`config.mk`:
```
export PLATFORM = sky130hd
export DESIGN_NAME = spt_div_cell
export DESIGN_NICKNAME = d
export VERILOG_FILES = /design/src/sv/spt_div_cell.sv
export SDC_FILE = /design/constraint.sdc
export NUM_CORES = 1
export LEC_CHECK = 0
export BUFFER_PORTS_ARGS = -buffer_cell sky130_fd_sc_hd__buf_4
export CORE_AREA = 4 4 275 277
export CTS_CLUSTER_SIZE = 8
export DETAILED_ROUTE_END_ITERATION = 16
export DIE_AREA = 0 0 279 281
export GPL_TIMING_DRIVEN = 0
export REMOVE_ABC_BUFFERS = 1
export SYNTH_ARGS = -nofsm -noshare
export SYNTH_HDL_FRONTEND = slang
export SYNTH_SLANG_ARGS = --single-unit
```
`constraint.sdc`:
```
create_clock -name clk -period 2.6 [get_ports clk]
set_clock_uncertainty 0.2 [all_clocks]
set_input_delay 0.13 -clock clk [delete_from_list [all_inputs] [get_ports clk]]
set_output_delay 0.13 -clock clk [all_outputs]
set_load 0.01 [all_outputs]
```
`src/sv/spt_div_cell.sv`:
```
// ----------------------------------------------------------------------------
// spt_div_cell
// One quotient bit of two pipelined restoring divisions sharing a divisor.
// ----------------------------------------------------------------------------
`default_nettype none

module spt_div_cell #(
    parameter int NW = 50,
    parameter int QW = 25,
    parameter int K  = 0,
    parameter int CW = 174
) (
    input  wire logic          clk,
    input  wire logic          rst_n,
    input  wire logic          en,
    input  wire logic          v_in,
    input  wire logic [NW-1:0] remx_in,
    input  wire logic [NW-1:0] remy_in,
    input  wire logic [QW-1:0] qx_in,
    input  wire logic [QW-1:0] qy_in,
    input  wire logic [QW-1:0] mag_in,
    input  wire logic [CW-1:0] ctx_in,
    output logic               v_out,
    output logic      [NW-1:0] remx_out,
    output logic      [NW-1:0] remy_out,
    output logic      [QW-1:0] qx_out,
    output logic      [QW-1:0] qy_out,
    output logic      [QW-1:0] mag_out,
    output logic      [CW-1:0] ctx_out
);

    localparam logic [QW-1:0] QBit = {{(QW-1){1'b0}}, 1'b1} << K;

    logic [NW-1:0] dsh;
    logic          takex;
    logic          takey;

    always_comb
    begin
        dsh   = {{(NW-QW){1'b0}}, mag_in} << K;
        takex = (remx_in >= dsh);
        takey = (remy_in >= dsh);
    end

    always_ff @(posedge clk or negedge rst_n)
    begin
        if (!rst_n)
        begin
            v_out <= 1'b0;
        end
        else if (en)
        begin
            v_out <= v_in;
        end
    end

    always_ff @(posedge clk)
    begin
        if (en)
        begin
            remx_out <= takex ? (remx_in - dsh) : remx_in;
            remy_out <= takey ? (remy_in - dsh) : remy_in;
            qx_out   <= takex ? (qx_in | QBit) : qx_in;
            qy_out   <= takey ? (qy_in | QBit) : qy_in;
            mag_out  <= mag_in;
            ctx_out  <= ctx_in;
        end
    end

endmodule

`default_nettype wire

```
# == Word-level counts from Yosys, hierarchy flattened ==
# Cells that the tools add are included.
# classes
add_sub_neg,2
magnitude_cmp,2
n_mux,2
# op_table
op,n
50-bit by 25-bit greater-or-equal comparator with 1-bit output,2
50-bit two-way mux,2
50-bit by 25-bit subtractor with 50-bit output,2
# totals
register_bits,350
inputBits,353

# == Depth between registers and ports, before layout ==
# logic_depth
word_depth,2
mapped_depth,14

# == Worst setup path after synthesis ==
# Ideal clock, no wire load.
# synth_timing
kind,input port to flip-flop
start,input remy_in[0]
end,register remy_out[34] (data pin)
t_arrival_ns,2.766
required_ns,2.129
slack_ns,-0.637
cell_stages,13
path_buffers,1
path_cell_list,inv_1 > ha_1 > inv_1 > fa_1 > a21o_1 > a221oi_1 > o211a_1 > o21a_1 > o21ai_0 > a2111o_1 > buf_4 > nor4_1 > xor2_1
# synth_via
elab_chain_len,2
# synth_rtl
item,line,source
"start, declared",18,"input wire logic [NW-1:0] remy_in,"
50-bit by 25-bit subtractor with 50-bit output or 50-bit by 25-bit greater-or-equal comparator with 1-bit output (tied branches),"62, 42",
50-bit two-way mux *,62,remy_out <= takey ? (remy_in - dsh) : remy_in;
"end signal, assigned",62,
"end, declared",25,"output logic [NW-1:0] remy_out,"
# Mark *: on every way between the ends. The rest lies on a longest branch, timed or not.
# A chain may end at the register's enable or synchronous reset.

# == Worst setup path in the final report ==
# layout_timing
start,input mag_in[4]
end,register remy_out[34] (data pin)
# layout_via
elab_chain_len,2
# layout_rtl
item,line,source
"start, declared",21,"input wire logic [QW-1:0] mag_in,"
50-bit by 25-bit subtractor with 50-bit output or 50-bit by 25-bit greater-or-equal comparator with 1-bit output (tied branches),"62, 42",
50-bit two-way mux *,62,
# Marked as above.

==> impl_metrics.toml <==
[power_and_ir_drop]
p_int_mw = 12.2
switchingPower_mw = 4.34
power_frac_clock = 0.356
seqPwrFrac = 0.425
power_density_nw_per_um2 = 582
ir_worst_vdd_uv = 487
combPwrFrac = 0.219
p_leak_nw = 11.3
totalPowerFinal_mw = 16.5
swShare = 0.263

[synth]
synthAdderAreaFrac = 0.0440
yosysUniqueCellTypes = 62
ys.flop_type = "edfxtp_1"
yosysTopAreaCellShare = 0.693
yosysMostFrequentCell = "edfxtp_1"
synth_area_leaders = "edfxtp_1 (69%), ha_1 (4.1%), xor2_1 (3.0%)"
syn_area_um2 = 15100
yosysTopAreaCell = "edfxtp_1"
synth_top_family_by_area = "simple AND/OR/NAND/NOR gates"
synth_edf_count = 349
syn-instance-count = 1074
synthArstFlopShare = 0.00286
synthMuxAreaShare = 0.00588
ys_seq_area_frac = 0.695
synthXorXnorAreaFrac = 0.0521
yosysWarnings = 0
synth.avg_cell_area_um2 = 14.1
ys_ff_latch = 350
synthSimpleGateAreaFrac = 0.102
synth-compound-area-share = 0.0827
netlist_top_cells_count = "edfxtp_1 (349), nand2_1 (106), nor2_1 (55), o21ai_0 (55), xor2_1 (52)"

[critical_path]
start_kind = "input pin"
cp-end-kind = "flop"
crit_fanout = 7
reg2reg_depth = 1
arrival_ns = 2.92
r2r_start = "v_out"
rrSetupSlack_ns = 1.66
path_class = "input pin to flop"
r2r-end = "v_out"
cp_data_required_time_ns = 2.72

[die]
rows = 99
fp.coreArea_um2 = 72800
die_h_um = 281
initial_core_util = 0.208
die_w_um = 279
die_area_um2 = 78400
pin_count = 703

[global_routing]
grt_pass1_wl_um = 94800
first_global_vias = 14500
overflow = 0
grt_max_degree = 130
grt_use_total = 0.158
antenna_found_initial = 5

[route]
drt-total-wl_um = 68100
drc = 0
first_pass_iters = 5
vias = 14200
drt_iter0_drc = 802
viasPerCell = 4.42
wl_per_cell_um = 21.2
ant_nets = 0

[cts]
root_buffer = "clkbuf_16"
clock-sinks = 350
cts_buffers = 50
clkTransAtPathRegs_ns = 0.06
cts_tree = "done"
clock_path_buffers = 3
clkLatencyLatePin_ns = 0.57
htree_levels = 2

[hold_path]
whs_path_depth = 1
hp-start = "mag_in[0]"
hold_path.class = "input pin to flop"
hold_end = "mag_out[0]"

[cells_and_area]
area_delta_synth_final_pct = 87.6
fin_util = 0.389
drive_above_1_share = 0.436
fill_cells = 6718
final_nets = 2642

[placement]
port_buffers = 702
dpl.hpwl_um = 47300
place_congestion = 0.896

[outcome]
violations = "hold timing, setup timing"
status = "complete, but fails checks"

[timing]
whs_ns = -0.417
finalCritPeriodShare = 1.08
finalHoldViolCount = 22
rsz0062_at_grt = "true"
fin_tns_setup_ns = -4.22
period_minus_slack_ns = 2.80
drv_slew = 0
worst_slew_pin_slew_ns = 0.819
fmax_ghz = 0.357
setup_ws_ns = -0.204
relSlewSlack = 0.454
finalSetupViolCount = 45

[flow_run]
maxCapViolCount = 0
worst max-delay path, cell delays in order:
cell        delay, ns
buf_8            0.08
clkinvlp_4       0.17
ha_4             0.36
a21o_1           0.18
a221oi_4         0.09
o211a_1          0.27
o211ai_1         0.42
a211oi_4         0.14
buf_8            0.15
a2111o_2         0.55
nor4_4           0.24
xor2_1           0.12
cell families (layout without fill, tap and decap cells):
family,Yosys count,count (layout)
adders and majority gates,52,52
muxes,8,8
buffers and inverters,66,1237
other,0,3
AOI/OAI and AO/OA,195,199
and+or+nand+nor,313,314
DFF,350,350
xor gates and xnor gates,90,90
timing repair:
action	in CTS	in global routing
pin swaps	22	46
cloned	5	3
buffers inserted	27	30
hold buffers	351	19
endpoints found under the hold margin	460	35
gates resized for setup	113	116
setup endpoints to repair	101	76
how the worst max path moves through the flow:
stage / start / endpoint / slack (ns) / cells past startpoint
after floorplan: remy_in[0] / remy_out[38] / -1.25 / 12
after global placement: remy_in[0] / remy_out[38] / -2.47 / 13
after detailed placement: remx_in[0] / remx_out[18] / -1.78 / 12
after CTS: mag_in[24] / remy_out[1] / -0.05 / 12
after global routing: mag_in[4] / remy_out[34] / -0.20 / 12
final: mag_in[4] / remy_out[34] / -0.20 / 12
layer usage:
| metal | vias to the layer above | track usage | wire, um |
|---|---|---|---|
| met1 | 6939 | 0.180 | 24900 |
| met2 | 726 | 0.288 | 35300 |
| li1 | 6402 | - | - |
| met3 | 114 | 0.0444 | 5730 |
| met4 | 0 | 0.0476 | 2120 |
| met5 | - | 0 | 0 |
power by group through the flow:
stage | sequential [mW] | combinational (mW) | clock (mW)
floorplan | 7.36 | 0.739 | 0
global placement | 7.12 | 2.76 | 0
detailed placement | 7.11 | 2.80 | 0
CTS | 7.01 | 3.43 | 6.02
global route | 7.05 | 3.83 | 6.30
finish | 7.01 | 3.61 | 5.87
state kept, by name (all words and copies together), names as in the netlist:
name	cells
qy_out	25
mag_out	25
remx_out	50
qx_out	25
remy_out	50
ctx_out	174
v_out	1
cell type report:
cell class / count / area, um^2 / share of cell area
Tap cell: 959 / 1200 / 0.0423
Inverter: 37 / 178 / 0.00626
Timing Repair Buffer: 1135 / 9680 / 0.341
Sequential cell: 350 / 10500 / 0.370
Multi-Input combinational cell: 663 / 5450 / 0.192
Clock inverter: 4 / 47.5 / 0.00168
Clock buffer: 61 / 1290 / 0.0456
Antenna cell: 3 / 7.51 / 0.000265
layout by cell type (no fill, tap or decap), types with 9 or more instances in the layout:
cell and instances:
a21o_1 17, a21oi_1 45, buf_4 737, buf_6 15, clkbuf_1 11, clkbuf_16 52
clkinvlp_4 10, dlygate4sd3_1 370, edfxtp_1 349, ha_1 9, ha_4 35, inv_1 24
nand2_1 102, nand2b_1 11, nand3_1 20, nand4_1 18, nor2_1 51, nor3_1 17
nor3_2 10, o21ai_0 39, o21ai_1 13, o21ai_2 9, xnor2_1 36, xor2_1 52
stage by stage:
step,area (um^2),instances,setup WS [ns]
final,28400,3212,-0.204
after global routing,28400,3211,-0.205
after CTS,27400,3158,-0.0460
after detailed placement,21500,2710,-1.78
after global placement,21500,2706,-2.47
after floorplan,15000,1045,-1.25
No activity file was read; power rests on OpenSTA's default activity.
