`config.mk`:
```
export PLATFORM = sky130hd
export DESIGN_NAME = spt_sqrt_cell
export DESIGN_NICKNAME = d
export VERILOG_FILES = /design/src/sv/spt_sqrt_cell.sv
export SDC_FILE = /design/constraint.sdc
export NUM_CORES = 1
export LEC_CHECK = 0
export BUFFER_PORTS_ARGS = -buffer_cell sky130_fd_sc_hd__buf_4
export CORE_AREA = 2 2 216 218
export CTS_CLUSTER_DIAMETER = 60
export DETAILED_ROUTE_END_ITERATION = 7
export DIE_AREA = 0 0 218 220
export PLACE_DENSITY_LB_ADDON = 0.25
export SYNTH_ARGS = -nofsm -noshare
export SYNTH_HDL_FRONTEND = slang
export SYNTH_SLANG_ARGS = --single-unit
```
`constraint.sdc`:
```
create_clock -name clk -period 0.8 [get_ports clk]
set_input_delay 0.16 -clock clk [delete_from_list [all_inputs] [get_ports clk]]
set_output_delay 0.16 -clock clk [all_outputs]
set_load 0.05 [all_outputs]
```
`src/sv/spt_sqrt_cell.sv`:
```
// ----------------------------------------------------------------------------
// spt_sqrt_cell
// One bit of a pipelined integer square root; passes context along.
// ----------------------------------------------------------------------------
`default_nettype none

module spt_sqrt_cell #(
    parameter int NW      = 50,
    parameter int BIT_POS = 0,
    parameter int CW      = 174
) (
    input  wire logic          clk,
    input  wire logic          rst_n,
    input  wire logic          en,
    input  wire logic          v_in,
    input  wire logic [NW-1:0] n_in,
    input  wire logic [NW-1:0] root_in,
    input  wire logic [CW-1:0] ctx_in,
    output logic               v_out,
    output logic      [NW-1:0] n_out,
    output logic      [NW-1:0] root_out,
    output logic      [CW-1:0] ctx_out
);

    localparam logic [NW-1:0] BitVal = {{(NW-1){1'b0}}, 1'b1} << (2 * BIT_POS);

    logic [NW-1:0] trial;
    logic          take;
    logic [NW-1:0] n_next;
    logic [NW-1:0] root_next;

    always_comb
    begin
        trial     = root_in + BitVal;
        take      = (n_in >= trial);
        n_next    = take ? (n_in - trial) : n_in;
        root_next = take ? ((root_in >> 1) + BitVal) : (root_in >> 1);
    end

    always_ff @(posedge clk or negedge rst_n)
    begin
        if (!rst_n)
        begin
            v_out <= 1'b0;
        end
        else if (en)
        begin
            v_out <= v_in;
        end
    end

    always_ff @(posedge clk)
    begin
        if (en)
        begin
            n_out    <= n_next;
            root_out <= root_next;
            ctx_out  <= ctx_in;
        end
    end

endmodule

`default_nettype wire

```
Yosys cells after proc, flatten, opt, wreduce, memory -nomap -nowiden

Cells that the tools add are included.

Register bits: 275
Bits of input ports: 278
Output and inout port bits: 275
Word-level logic and storage cells: 11

Add/subtract/negate cells: 3
$lt $le $gt $ge: 1
Mux-type cells: 2

Operator list:

| operator                                                         | count |
|---|---|
| 49-bit by 1-bit adder with 50-bit output (second input constant) | 1 |
| 50-bit by 1-bit adder with 50-bit output (second input constant) | 1 |
| 50-bit greater-or-equal comparator                               | 1 |
| 50-bit two-way mux                                               | 1 |
| 50-bit subtractor                                                | 1 |
| 49-bit two-way mux                                               | 1 |

Longest topological paths before layout

Gate-level depths: netlist of run 1.

Depth after elaboration: 3
Depth in mapped cells: 23
Mapped depth without buffers: 19

Least setup slack after synthesis of run 1

No wires, ideal clock.

Kind: input to register
Start point: in root_in[3]
End point: reg root_out[37], data pin
Setup time: 0.258 ns
Arrival time: 4.020 ns
Data required time: 0.542 ns
Path slack: -3.478 ns
Stages on the path: 23
Path buffers: 4
Path through: buf_2 -> and3_1 -> and4_1 -> and4_1 -> and4_1 -> and4_1 -> and3_1 -> and2b_1 -> nand2_1 -> xor2_1 -> ha_1 -> buf_2 -> and4_1 -> nand3_2 -> nor2b_2 -> a311o_1 -> a31oi_1 -> o21ai_2 -> a21o_1 -> buf_6 -> buf_4 -> nand3_1 -> xnor2_1

Longest elaborated chain between the ends: 3
Elaborated cells between the ends (all ways): 4
Those cells by class: add/sub: 2; order compare: 1; mux: 1

RTL lines:

| element                                  | line | source |
|---|---|---|
| start, declared                          | 17   | `input wire logic [NW-1:0] root_in,` |
| 50-bit by 1-bit adder with 50-bit output | 34   | `trial = root_in + BitVal;` |
| 50-bit greater-or-equal comparator       | 35   | `take = (n_in >= trial);` |
| 49-bit two-way mux *                     | 37   | `root_next = take ? ((root_in >> 1) + BitVal) : (root_in >> 1);` |
| net root_next[37]                        | 30   | `logic [NW-1:0] root_next;` |
| end signal, assigned                     | 57   | `root_out <= root_next;` |
| end, declared                            | 21   | `output logic [NW-1:0] root_out,` |

Mark *: on every way through the listed nets, which the timed path passes. The rest lies on a longest branch.
A chain may end at the register's enable or synchronous reset.

Worst setup path in the final report of run 1

Start point: in root_in[5]
End point: reg n_out[26], data pin

Longest elaborated chain between the ends: 3
Elaborated cells between the ends (all ways): 4
Those cells by class: add/sub: 2; order compare: 1; mux: 1

RTL lines:

| element                                                                        | line   | source |
|---|---|---|
| 50-bit by 1-bit adder with 50-bit output *                                     | 34     |  |
| 50-bit subtractor / 50-bit greater-or-equal comparator (equally long branches) | 36, 35 |  |
| 50-bit two-way mux *                                                           | 36     | `n_next = take ? (n_in - trial) : n_in;` |
| net n_next[26]                                                                 | 29     | `logic [NW-1:0] n_next;` |
| end signal, assigned                                                           | 56     | `n_out <= n_next;` |
| end, declared                                                                  | 20     | `output logic [NW-1:0] n_out,` |

Marks and branches as above.

==> impl_results.md, run 1 <==
* Status: finished, violations left
* Failing checks: negative hold slack, negative setup slack
* Leak at between 10 and 15 nW
* Path type of the worst setup path: primary input to flip-flop
* Die ar. at approximately 48,000 sq um
* Clock Path Buffers at 3
* Routed WL at between 60,000 and 70,000 um
* Worst setup EP type: flip-flop
* Core Region at about 46,000 sq um
* Routability Congestion at just under 0.9
* Synth Register Bits at between 200 and 300
* Least-Margin Pin Slew at ~0.59 ns
* WP buf/inv at 3
* First-pass GRT wire length at around 94,000 um
* Max Cap Viol at 0
* Pwr Density at 1890 nW/um^2
* Cell Rows at 79
* Clk_lat worst skew at about 0.55 ns
* All-layer global routing usage at 26.6%
* Skew final at 0 ns
* RSZ-0062 raised after global routing: yes
* Placed wire-length estimate at 49,700 um
* Critical Path AT at 3.91 ns
* # port buffers at roughly 550
* Die H at between 200 and 250 um
* CP delay by family, top: simple AND/OR/NAND/NOR gates
* Max Slew Vio Count at 0
* Yosys top cell area share at roughly three fifths
* Initial drt markers at a little under 800
* Tcrit/Tclk final at 454%
* Number of global-route vias before repair at 14,604
* Maximum VDD drop at roughly 1.6 mV
* DRT antenna net count at 0
* Post-Syn Nets at between 1,000 and 1,500
* Relative slew slack at between 60% and 70%
* CP max stage delay at between 0.2 and 0.3 ns
* Worst-path clk slew at 0.05 ns
* Final Hold Violating Endpoints at 1
* Final worst slack at -2.83 ns
* Power, Total at 52.5 mW
* H-tree depth at 2
* Final number of setup-violating endpoints at approximately 380
* Share of cells above drive strength 1 at approximately 53%
* Nets at between 2,000 and 3,000
* Critical Path RT at between 1 and 1.5 ns
* Synth area leader: edfxtp_1
* Synthesized cell area at around 14,000 sq um
* Post-synthesis cell type count at 68
* Max Clk Rate at about 0.28 GHz
* Routed vias at approximately 14,000
* Drt first pass iters at 5
* CTS tree: yes
* Cells after Synth at 1,150
* Slowest stage cell, crit path: ha_1
* Crit path time final at about 3.6 ns
* Top cells by area, synth: edfxtp_1 60%, xnor2_1 4.8%, ha_1 4.7%
* Drc violations at 0
* Prevailing post-synth register cell: edfxtp_1
* Post-synth EDFFs at around 270
* Initial Utilization at between 30% and 40%
* Syn. warnings at 0
* Synth-to-layout area growth at 101%
* Initial antenna violation count at 5
* Crit-path cells: buf_6 > and3_4 > and4_4 > and4_4 > and4_4 > and4_4 > and3_4 > and2b_2 > nand3_2 > xor2_2 > ha_1 > and3_4 > nand3_4 > nor2b_4 > a311o_1 > a31oi_4 > o21ai_4 > a21o_4 > buf_12 > buf_12 > nor2_4 > nor2_2
* Via-to-Cell Ratio at 4.81
* Fin Hold WS at -0.00415 ns
* Die Width at about 220 um
* CTS Buf Count at 35
* Grt total ovfl at 0
* Total I/O pin count at between 500 and 600
* Hold Path Class: primary input to flip-flop
* Ys async rst share at 0.364%
* Largest net degree at the start of global routing at 28
* CP dominant cell by count: and4_4
* Post-DR wirelength/cell at approximately 23 um
* Clock sink total at roughly 280
* Fillers at ~3,700
* Sequential share of the synthesized area at between 50% and 60%
* Clk root buf: clkbuf_16
* Critical Path Source Type: primary input
* Critical-path maximum fanout at 8
* Mapped Avg Cell Area at approximately 12 sq um
-- power by group --
group	leakage [nW]	switching (mW)	internal, mW
logic	8.53	10.3	7.97
registers	2.69	0.750	17.5
clock network	0.554	6.63	9.37
total	11.8	17.7	34.8
-- kinds of logic after synthesis --
kind of cell,count (synthesis),synth area share (%)
buf+inv,84,2.89
simple gates,389,13.9
fa+ha+maj,53,4.87
flops,275,59.9
mux,1,0.0818
xor+xnor,142,9.03
compound gates,206,9.23
-- synth_stat cells, drive strengths merged, types with 2 or more instances --
| library cell | n |
|---|---|
| edfxtp | 274 |
| nand2 | 100 |
| nor2 | 99 |
| a21oi | 93 |
| xnor2 | 76 |
| xor2 | 66 |
| ha | 52 |
| nand3 | 44 |
| o21ai | 42 |
| nand4 | 39 |
| buf | 37 |
| nor3 | 29 |
| and3 | 26 |
| clkbuf | 26 |
| a21o | 23 |
| inv | 21 |
| and4 | 12 |
| nor4 | 12 |
| o21bai | 9 |
| and2 | 5 |
| nor2b | 5 |
| or2 | 5 |
| or3 | 5 |
| a211oi | 4 |
| a221oi | 4 |
| a31oi | 4 |
| o31ai | 4 |
| nand2b | 3 |
| o21a | 3 |
| a211o | 2 |
| a21boi | 2 |
| a31o | 2 |
| nor3b | 2 |
| o221ai | 2 |
| o22ai | 2 |
| o2bb2ai | 2 |
-- timing repair --
action	4_1_cts	5_1_grt
hold buffers	218	1
gates resized for setup	368	183
cloned	3	6
buffers inserted	21	12
pin swaps	31	42
endpoints found under the setup margin	375	375
hold endpoints to repair	218	1
-- flip-flops by register name, summed over array words and instances (netlist names) --
name,cells
ctx_out,174
n_out,50
root_out,50
v_out,1
-- metrics by stage --
stage          worst slack (ns)  area, sq um  setup TNS [ns]  util (%)  std cells
6_report                  -2.83        27700         -405.17      60.5       2968
5_1_grt                   -2.98        27700         -427.98      60.5       2967
4_1_cts                   -2.79        26700         -407.29      58.1       2945
3_5_place_dp              -3.88        21700         -397.84      47.2       2640
3_3_place_gp              -3.83        21700         -389.67      47.2       2640
2_1_floorplan             -3.21        14000         -317.68         -       1150
-- metal layers --
layer / up-vias / wire [um] / GRT usage, %
met4: 2 / 3020 / 12.0
li1: 6624 / - / -
met3: 130 / 3240 / 4.06
met1: 7000 / 26800 / 32.0
met5: - / 13 / 0
met2: 519 / 34200 / 46.9
-- worst paths after layout --
| kind | startpoint | end | slack (ns) | cells past startpoint |
|---|---|---|---|---|
| max in group asynchronous | rst_n | v_out$_DFFE_PN0P_ | 0.23 | 3 |
| worst min register to register | v_out$_DFFE_PN0P_ | v_out$_DFFE_PN0P_ | 0.54 | 1 |
| worst max-delay path | root_in[5] | n_out[26]$_DFFE_PP_ | -2.83 | 22 |
| worst min-delay path | n_in[39] | n_out[39]$_DFFE_PP_ | -0.004 | 3 |
| worst max register to register | v_out$_DFFE_PN0P_ | v_out$_DFFE_PN0P_ | 0.02 | 1 |
| min in group asynchronous | rst_n | v_out$_DFFE_PN0P_ | 0.46 | 3 |
-- cell usage in the layout (no fill, tap or decap), drive strengths merged, types with 23 or more instances in the layout --
cell / n
nand4: 39
dlygate4sd3: 219
and3: 26
xnor2: 76
a21o: 23
nor2: 99
xor2: 66
buf: 981
clkbuf: 49
o21ai: 42
a21oi: 93
inv: 26
edfxtp: 274
ha: 52
nand3: 44
nor3: 29
nand2: 100
-- cell type report --
cell class | instances | area, sq um | area share (%)
Inverter | 21 | 78.8 | 0.284
Clock buffer | 44 | 931 | 3.36
Clock inverter | 20 | 213 | 0.767
Tap cell | 607 | 759 | 2.74
Multi-Input combinational cell | 791 | 6310 | 22.8
Timing Repair Buffer | 1206 | 11200 | 40.3
Antenna cell | 4 | 10.0 | 0.0361
Sequential cell | 275 | 8250 | 29.8
No activity file was read; power rests on OpenSTA's default activity.
==> run 2, diff against run 1 <==
- PLACE_DENSITY: not set -> 0.55
- PLACE_DENSITY_LB_ADDON: 0.25 -> not set
==> impl_results.md, run 2 (same netlist as run 1, synthesis figures left out) <==
* Slowest stage cell, crit path: ha_1
* Non-Filler Instances at 3,012 (+1.5%)
* Cell Rows at 79 (unchanged)
* Worst setup EP type: flip-flop
* Final worst slack at -2.86 ns (-0.0335 ns)
* Fin Hold WS at 0.0267 ns (+0.0309 ns)
* Critical-path maximum fanout at 6 (-2)
* Die Width at 218 um (unchanged)
* Final Util at 62.8% (+2.3 points)
* Drt first pass iters at 5 (unchanged)
* Path type of the worst setup path: primary input to flip-flop
* Most common cell after layout, fill and taps aside: buf_4
* Routed wl met3 at 3810 um (+18%)
* Top Registers: ctx_out: 174 flops, n_out: 50 flops, root_out: 50 flops
* Tcrit/Tclk final at 458% (+4.2 points)
* Relative slew slack at 62.3% (+2.1 points)
* Routability Congestion at 0.921 (+3.6%)
* Max Clk Rate at 0.273 GHz (-0.91%)
* CP max stage delay at 0.31 ns (+0.02 ns)
* Die ar. at 48,000 sq um (unchanged)
* # port buffers at 552 (unchanged)
* Clk_lat worst skew at 0.55 ns (about the same)
* Final Hold Violating Endpoints at 0 (-1)
* Max Slew Vio Count at 0 (unchanged)
* RSZ-0062 raised after global routing: yes
* Critical Path Source Type: primary input
* Hold Path End: root_out[41]$_DFFE_PP_
* Critical Path AT at 3.96 ns (+0.05 ns)
* Failing checks: negative setup slack
* Initial Utilization at 30.0% (unchanged)
* Clock sink total at 275 (unchanged)
* Status: finished, violations left
* Largest net degree at the start of global routing at 29 (+3.6%)
* Met2 Routed Length at 35,900 um (+4.9%)
* All-layer global routing usage at 27.7% (+1.1 points)
* Setup TNS at -409.36 ns (-4.18 ns)
* Routed WL at 69,900 um (+3.9%)
* Total I/O pin count at 553 (unchanged)
* Clock Path Buffers at 3 (unchanged)
* Core Region at 45,900 sq um (unchanged)
* Routed vias at 14,552 (+1.9%)
* WP buf/inv at 3 (unchanged)
* Nets at 2,700 (+1.5%)
* Met1 WL at 26,900 um (+0.58%)
* Fillers at 3,579 (-2.0%)
* First-pass GRT wire length at 97,700 um (+4.3%)
* Worst-path clk slew at 0.06 ns (about the same)
* CTS tree: yes
* Dpl cells at 2,662 (+0.83%)
* Critical Path RT at 1.10 ns (+0.02 ns)
* Drc violations at 0 (unchanged)
* Number of global-route vias before repair at 15,119 (+3.5%)
* Clk root buf: clkbuf_16
* Hold Path Class: primary input to flip-flop
* Max FFs per register at 174 (unchanged)
* Final number of setup-violating endpoints at 375 (unchanged)
* DRT antenna net count at 0 (unchanged)
* Reg2reg start: v_out$_DFFE_PN0P_
* Initial drt markers at 847 (+8.7%)
* Synth-to-layout area growth at 109%
* R2R Path End: v_out$_DFFE_PN0P_
* H-tree depth at 2 (unchanged)
* Skew final at 0 ns (unchanged)
* Initial antenna violation count at 7 (+2)
* Pwr Density at 1910 nW/um^2 (+0.85%)
* Crit path time final at 3.66 ns (+0.0335 ns)
* Maximum VDD drop at 2.04 mV (+27%)
* Grt total ovfl at 0 (unchanged)
* R2r worst-path depth at 1 (unchanged)
* Via-to-Cell Ratio at 4.83 (+0.45%)
* Leak at 12.3 nW (+4.5%)
* Post-DR wirelength/cell at 23.2 um (+2.4%)
* Reg with most FFs: ctx_out
* Top Layer Used: met4
* Most frequent cells in the layout: 677 x buf_4, 297 x buf_6, 274 x edfxtp_1
* Least-Margin Pin Slew at 0.560 ns (-0.0343 ns)
* CP delay by family, top: simple AND/OR/NAND/NOR gates
* Max Cap Viol at 0 (unchanged)
* Placed wire-length estimate at 50,100 um (+0.71%)
* Worst Hold Launch: root_in[42]
* Share of cells above drive strength 1 at 56.5% (+3.5 points)
* Place WS at -3.81 ns (+0.0743 ns)
* Hold path depth at 3 (unchanged)
* Crit-path cells: buf_6 > and3_4 > and4_4 > and4_4 > and4_4 > and4_4 > and3_4 > and2b_2 > nand3_2 > xor2_1 > ha_1 > and3_4 > nand3_4 > nor2b_4 > a311o_1 > a31oi_4 > o21ai_4 > a21o_4 > buf_12 > clkbuf_16 > nor2_4 > nor2_2
* R2r setup slk at 0.02 ns (about the same)
* Die H at 220 um (unchanged)
* CTS Buf Count at 38 (+8.6%)
* CP dominant cell by count: and4_4
[run 2: cell count changes in the layout (fill, tap and decap cells not counted), sizes merged]
cell,delta
clkinvlp,+2
buf,+32
diode,+4
inv,+2
bufbuf,-1
dlygate4sd3,+2
bufinv,+2
clkinv,+1
[run 2: worst max-delay path by stage]
stage	depth (start not counted)	startpoint	slack (ns)	end
after floorplan	23	root_in[3]	-3.21	root_out[19]$_DFFE_PP_
after global placement	22	root_in[6]	-3.76	root_out[7]$_DFFE_PP_
after detailed placement	22	root_in[12]	-3.81	root_out[7]$_DFFE_PP_
after CTS	23	root_in[3]	-2.81	root_out[7]$_DFFE_PP_
after global routing	22	root_in[8]	-2.94	root_out[29]$_DFFE_PP_
final	22	root_in[3]	-2.86	n_out[32]$_DFFE_PP_
[run 2: metrics by stage]
stage | area, sq um | total power [mW]
4_1_cts | 27600 | 53.8
3_3_place_gp | 21800 | 32.9
5_1_grt | 28800 | 56.8
6_report | 28800 | 54.9
2_1_floorplan | 14000 | 26.0
3_5_place_dp | 21800 | 32.9
[run 2: layout make-up]
cell class / count / area (sq um) / share of cell area, %
Antenna cell: 8 / 20.0 / 0.0695
Multi-Input combinational cell: 791 / 6760 / 23.5
Sequential cell: 275 / 8250 / 28.7
Tap cell: 607 / 759 / 2.64
Inverter: 21 / 78.8 / 0.274
Clock buffer: 41 / 983 / 3.42
Clock inverter: 27 / 310 / 1.08
Timing Repair Buffer: 1242 / 11600 / 40.4
[run 2: report_power, final]
part	internal [mW]	total (mW)	leakage, nW	switching (mW)
Combinational	8.44	19.1	8.99	10.7
Clock	10.7	17.7	0.631	7.00
Sequential	17.5	18.2	2.69	0.718
[run 2: layer usage]
layer	up-vias	GRT usage [%]
met5	-	0
met4	0	12.2
met3	151	4.64
met2	554	49.5
met1	7130	32.7
li1	6717	-
[run 2: timing repair]
action,4_1_cts,5_1_grt
hold endpoints to repair,223,0
setup endpoints to repair,375,375
buffers inserted,29,18
hold buffers,221,0
gates resized for setup,458,194
pin swaps,74,55
cloned,6,9
